<file path="config.mk">
export PLATFORM = sky130hd
export DESIGN_NAME = pce_front
export DESIGN_NICKNAME = d
export VERILOG_FILES = /design/src/rtl/core/pce_pkg.sv /design/src/rtl/core/pce_front.sv
export SDC_FILE = /design/constraint.sdc
export NUM_CORES = 1
export LEC_CHECK = 0
export BUFFER_PORTS_ARGS = -buffer_cell sky130_fd_sc_hd__clkbuf_2
export CELL_PAD_IN_SITES_DETAIL_PLACEMENT = 1
export CELL_PAD_IN_SITES_GLOBAL_PLACEMENT = 1
export CORE_ASPECT_RATIO = 0.5
export CORE_MARGIN = 1.5
export CORE_UTILIZATION = 35
export DETAILED_ROUTE_END_ITERATION = 16
export GPL_TIMING_DRIVEN = 0
export PLACE_DENSITY_LB_ADDON = 0.1
export SLEW_MARGIN = 20
export SYNTH_ARGS = -nofsm -noshare
export SYNTH_HDL_FRONTEND = slang
export SYNTH_SLANG_ARGS = --single-unit
</file>
<file path="constraint.sdc">
create_clock -name clk -period 2.27 [get_ports clk]
set_input_delay 0.454 -clock clk [delete_from_list [all_inputs] [get_ports clk]]
set_output_delay 0.454 -clock clk [all_outputs]
set_load 0.1 [all_outputs]
</file>
<file path="src/rtl/core/pce_pkg.sv">
`timescale 1ns / 1ps
// ----------------------------------------------------------------------------
// pce_pkg: shared types and constants
// Opcodes, status codes, the queued command record and Q16.16 saturation.
// ----------------------------------------------------------------------------
package pce_pkg;

  localparam logic [3:0] OP_SETLEN  = 4'd0;
  localparam logic [3:0] OP_WRITE   = 4'd1;
  localparam logic [3:0] OP_ADD     = 4'd2;
  localparam logic [3:0] OP_SUB     = 4'd3;
  localparam logic [3:0] OP_ADDSC   = 4'd4;
  localparam logic [3:0] OP_SCMINUS = 4'd5;
  localparam logic [3:0] OP_SCALE   = 4'd6;
  localparam logic [3:0] OP_DIVIDE  = 4'd7;
  localparam logic [3:0] OP_INTEG   = 4'd8;
  localparam logic [3:0] OP_DERIV   = 4'd9;
  localparam logic [3:0] OP_READ    = 4'd10;

  localparam logic [1:0] ST_OK    = 2'd0;
  localparam logic [1:0] ST_DIV0  = 2'd1;
  localparam logic [1:0] ST_RANGE = 2'd2;

  localparam logic signed [31:0] Q_ONE = 32'sd65536;

  typedef struct packed {
    logic [3:0]         op;
    logic [4:0]         idx;
    logic signed [31:0] val;
    logic [1:0]         st;
  } cmd_t;

  function automatic logic signed [31:0] sat32(input logic signed [63:0] v);
    logic signed [31:0] r;
    if (v > 64'sd2147483647) begin
      r = 32'sh7FFFFFFF;
    end else if (v < -64'sd2147483648) begin
      r = 32'sh80000000;
    end else begin
      r = v[31:0];
    end
    return r;
  endfunction

endpackage

</file>
<file path="src/rtl/core/pce_front.sv">
`timescale 1ns / 1ps
// ----------------------------------------------------------------------------
// pce_front: command intake
// Accept items, check index range and divisor, queue them for the back end.
// ----------------------------------------------------------------------------
module pce_front #(
  parameter int MAX_TERMS = 16
) (
  input  logic                clk,
  input  logic                rst,
  input  logic                start,
  output logic                busy,
  input  logic [3:0]          opcode,
  input  logic [4:0]          index,
  input  logic signed [31:0]  value,
  output logic                q_valid,
  output pce_pkg::cmd_t       q_cmd,
  input  logic                q_pop
);
  import pce_pkg::*;

  cmd_t       fifo [2];
  logic       wp, rp;
  logic [1:0] fill;
  logic       push, pop;
  cmd_t       cls;

  always_comb begin
    cls.op  = opcode;
    cls.idx = index;
    cls.val = value;
    cls.st  = ST_OK;
    unique case (opcode)
      OP_SETLEN: begin
        if (int'(index) > MAX_TERMS) cls.st = ST_RANGE;
      end
      OP_WRITE, OP_ADD, OP_SUB, OP_READ: begin
        if (int'(index) >= MAX_TERMS) cls.st = ST_RANGE;
      end
      OP_DIVIDE: begin
        if (value == 32'sd0) cls.st = ST_DIV0;
      end
      default: begin
        cls.st = ST_OK;
      end
    endcase
  end

  assign busy    = fill == 2'd2;
  assign push    = start && !busy;
  assign q_valid = fill != 2'd0;
  assign pop     = q_pop && q_valid;
  assign q_cmd   = fifo[rp];

  always_ff @(posedge clk) begin
    if (push) begin
      fifo[wp] <= cls;
    end
  end

  always_ff @(posedge clk) begin
    if (rst) begin
      wp   <= 1'b0;
      rp   <= 1'b0;
      fill <= 2'd0;
    end else begin
      if (push) wp <= ~wp;
      if (pop)  rp <= ~rp;
      fill <= fill + {1'b0, push} - {1'b0, pop};
    end
  end

endmodule

</file>
== After elaboration in Yosys (flattened, before gate mapping) ==
Memory sizes are Yosys's and may differ from the RTL's. A register that Yosys moved wholly into a read port is not among the register bits.
Index checks and enable logic that the tools add are counted.

* Flip-flop bits (word level): 4
* Memory bits (writable): 86
* Memories: 1

* $add $sub $neg: 2
* Order comparisons: 2
* Eq/ne operators: 6
* Mux-type cells: 8
* Bitwise gates (word level): 2
* Reductions and logical operators: 7

{| class="wikitable"
|+ Memory list
! name !! depth !! bits a word !! read ports !! clocked after Yosys merged registers in !! write ports !! line !! source
|-
| fifo || 2 || 43 || 1 || 1 || 1 || pce_front.sv:22 || <nowiki>cmd_t fifo [2];</nowiki>
|}

{| class="wikitable"
|+ Operators by type and width
! cell !! count
|-
| $logic_not 32->1 || 1
|-
| $eq 4x2->1 const B || 2
|-
| $pmux 2 s3 || 1
|-
| $ge 5x5->1 const B || 1
|-
| $gt 5x5->1 const B || 1
|-
| $mux 1 || 5
|-
| $eq 4x1->1 const B || 1
|-
| $eq 4x3->1 const B || 1
|-
| $eq 4x4->1 const B || 1
|-
| $logic_not 4->1 || 1
|-
| $mux 2 || 2
|-
| $reduce_or 4->1 || 1
|-
| $add 2x1->2 || 1
|-
| $eq 2x2->1 const B || 1
|-
| $logic_and 1x1->1 || 2
|-
| $not 1->1 || 2
|-
| $reduce_bool 2->1 || 1
|-
| $sub 2x1->2 || 1
|-
| $logic_not 1->1 || 1
|}

== Logic depth before layout (Yosys ltp) ==
* Depth after elaboration: 5
* Gate-level depth with buffers: 8
* Mapped depth without buffers: 8

== Worst setup path before layout ==
Ideal clock, no wire load.

* Kind: register to register
* Start point: register fill[0]
* End point: memory fifo[0][0] in the netlist's numbering (enable)
* Library setup time: 0.397 ns
* Arrival time: 1.916 ns
* Data required time: 1.873 ns
* Slack: -0.043 ns
* Cell stages (with the launch flop): 5
* Clock period less this slack: 2.313 ns
* Cell sequence: dfxtp_1 > nand2b_2 > inv_2 > or3_1 > inv_1

* Longest elaborated chain between the ends: 5

{| class="wikitable"
|+ Ends and longest elaborated chain
! item !! line !! source
|-
| start: declaration || pce_front.sv:24 || <nowiki>logic [1:0] fill;</nowiki>
|-
| start signal: assignment || pce_front.sv:69 || <nowiki>fill <= fill + {1'b0, push} - {1'b0, pop};</nowiki>
|-
| $eq 2x2->1 || pce_front.sv:49 || <nowiki>assign busy = fill == 2'd2;</nowiki>
|-
| via busy || pce_front.sv:12 || <nowiki>output logic busy,</nowiki>
|-
| $logic_not 1->1 || pce_front.sv:50 || <nowiki>assign push = start && !busy;</nowiki>
|-
| $logic_and 1x1->1 || pce_front.sv:50 ||
|-
| $mux 1 || pce_front.sv:56 || <nowiki>if (push) begin</nowiki>
|-
| $mux 1 (implied by the code) || pce_front.sv:57 || <nowiki>fifo[wp] <= cls;</nowiki>
|-
| end: declaration || pce_front.sv:22 ||
|}

The timed path passes the listed nets, and every way through them passes these cells.

==> flow_summary_export.csv <==
group,metric,value,unit
outcome,status,"complete, no violations",
cells_and_area,seq_area,2680,sq um
detailed_routing,postRouteAntennaNets,0,
worst_hold_path,min_path_type,"in2reg",
sta,min_period_over_period,0.948,
sta,min_period,2.15,ns
yosys,synth_compound_area_frac,0.00976,
critical_path,crit_path_end_kind,"output port",
sta,finalHoldViolCount,0,
die,ios,90,
detailed_routing,drc_errors,0,
die,dieArea,10500,sq um
job,cap_violations,0,
detailed_routing,vias,1966,
detailed_routing,avgViaCountPerCell,4.67,
yosys,synth_cell_types,30,
die,die_height,73.3,microns
sta,timing.fmax,0.465,GHz
yosys,async_flop_share,0,
die,dieWidth,144,microns
sta,setup_violations,0,
critical_path,path_max_fanout,10,
clock_network,clk_path_buf_depth,2,
die,initial_core_util,0.363,
cells_and_area,final_area,4520,sq um
yosys,synth_common_cells,"edfxtp_1 (86), mux2_2 (43), nor4_1 (7)",
detailed_routing,drt-total-wl,7.11,mm
clock_network,postCtsHoldBufs,0,
clock_network,clk-insertion-delay-late,0.33,ns
place,gp_routability_congestion,0.694,
global_route,grt_usage,0.143,
critical_path,critPathKind,"reg2out",
cells_and_area,multiInputGateArea,738,sq um
yosys,syn-num-nets,227,
critical_path,critPathArrivalTime,1.70,ns
yosys,synth.yosys.seq_area_share,0.775,
yosys,synth_top_area_frac,0.746,
die,core_area,9540,sq um
sta,worst_pin_slew,0.549,ns
sta,fin_skew,0.00602,ns
sta,hold_slack,0.330,ns
yosys,synth_top_family_by_area,"multiplexers",
critical_path,critPathLaunchType,"register",
sta,rsz0062_at_grt,"true",
yosys,synth_largest_area_cell,"edfxtp_1",
global_route,grt_pass1_wl,10.8,mm
yosys,synth-edff-count,86,
die,rows,25,
critical_path,worst_path_max_delay_cell,"mux2_2",
yosys,synth-main-ff-cell,"edfxtp_1",
critical_path,path_cells,"buf_2, buf_4, mux2_2, clkbuf_4",
clock_network,post_cts_buffers,0,
detailed_routing,dr.pass1.iters,4,
critical_path,worstPathRequired,1.82,ns
detailed_routing,dr.first_iter.drc_count,79,
cells_and_area,nFillCells,968,
cells_and_area,drive_gt1_frac,0.566,
sta,maxSlewViolCount,0,
place,io_buffers,89,
clock_network,cts.clk_slew.worst_paths,0.06,ns
critical_path,max_stage_delay,0.36,ns
yosys,synth_adder_area_share,0.00723,
global_route,first_global_vias,2079,
cells_and_area,num-nets-final,329,
place,placed_cells,405,
clock_network,cts_root_buf,"clkbuf_16",
place,dpl.hpwl,4.92,mm
global_route,grt_overflow,0,
clock_network,cts-buffers-inserted,9,
place,dpl_cell_area,4100,sq um
cells_and_area,fin_cells,421,
yosys,yosys.area_share.simple,0.0495,
cells_and_area,area.growth.synth_to_final,30.4,%
detailed_routing,wl_per_cell,16.9,microns
sta,max_slew_margin,0.633,
yosys,avgSynthCellArea,19.2,sq um
yosys,synth_area,3460,sq um
yosys,synthCells,180,
yosys,synth_xor_xnor_area_share,0.00506,
yosys,yosys_warnings,0,
cells_and_area,final_core_util,0.473,
yosys,yosys-top-cells-area,"edfxtp_1 (75%), mux2_2 (14%), dfxtp_1 (2.9%), nor4_1 (1.3%), ha_1 (0.72%)",
global_route,grt_max_degree,44,
cells_and_area,antenna_cells,0,
yosys,synthMuxAreaShare,0.140,
clock_network,htreeDepth,3,
clock_network,cts_tree,"built",
clock_network,clkSinkCount,91,
global_route,antenna_found_initial,0,
yosys,yosysMostFrequentCell,"edfxtp_1",
yosys,ys_ff_latch,91,
==> logic make-up (layout without fill, tap and decap cells) <==
logic type / after synthesis / after routing
AO/OA/AOI/OAI: 5 / 5
XOR/XNOR: 2 / 2
adder cells (fa/ha/maj): 2 / 2
buffers and inverters: 9 / 115
flip-flops: 91 / 91
multiplexers: 43 / 43
AND/OR/NAND/NOR: 28 / 28
==> worst max-delay path, delay by kind of cell, from the launching register on <==
kind | cells | cell delay, ns
muxes | 1 | 0.36
DFF | 1 | 0.30
buffers and inverters | 3 | 0.69
==> placed cells by master, fill, tap and decap left out, types with 4 or more instances in the layout <==
master     count
buf_2         14
buf_4          4
clkbuf_16      9
clkbuf_2      49
clkbuf_4      27
dfxtp_1        5
edfxtp_1      86
mux2_2        43
nor2_1         4
nor4_1         7
==> per-layer routing <==
metal / track usage / up-vias / routed length [microns]
met5: 0 / - / 0
met4: 0.0442 / 0 / 62
met3: 0.0502 / 6 / 382
met2: 0.241 / 55 / 3510
met1: 0.175 / 994 / 3150
li1: - / 911 / -
==> path summary, 6_finish.rpt <==
check / startpoint / cells after the start / endpoint / slack (ns)
max: register / 4 / q_cmd[15] / 0.12
min reg2reg: wp / 2 / wp / 0.51
min: value[28] / 1 / fifo[0][30] / 0.33
max reg2reg: fill[0] / 4 / fifo[0][27] / 0.52
==> repair_timing <==
| item | 4_1_cts | 5_1_grt |
|---|---|---|
| endpoints found under the setup margin | 44 | 58 |
| cloned | 0 | 1 |
| resized for setup | 28 | 16 |
| hold endpoints to repair | 0 | 0 |
==> flip-flops by register name (all words and copies together) (netlist names), named ones only <==
name and cells:
wp 1, fill 2, fifo 86, rp 1
==> through the flow <==
step                      setup slack [ns]  TNS (ns)
after floorplan                      0.185         0
after global placement              -0.395    -16.79
after detailed placement           -0.0107    -0.290
after CTS                          0.00110         0
after global routing              -0.00109  -0.00109
final                                0.118         0
==> area by class of cell <==
cell class | instances | share of cell area
Buffer | 5 | 0.00776
Tap cell | 135 | 0.0374
Timing Repair inverter | 1 | 0.00166
Sequential cell | 91 | 0.594
Inverter | 4 | 0.00416
Multi-Input combinational cell | 80 | 0.163
Clock inverter | 5 | 0.0227
Timing Repair Buffer | 90 | 0.118
Clock buffer | 10 | 0.0507
Power is left out: the tool's default activity adds up to more than one toggle a clock period on the data nets, which glitch-free logic cannot reach.
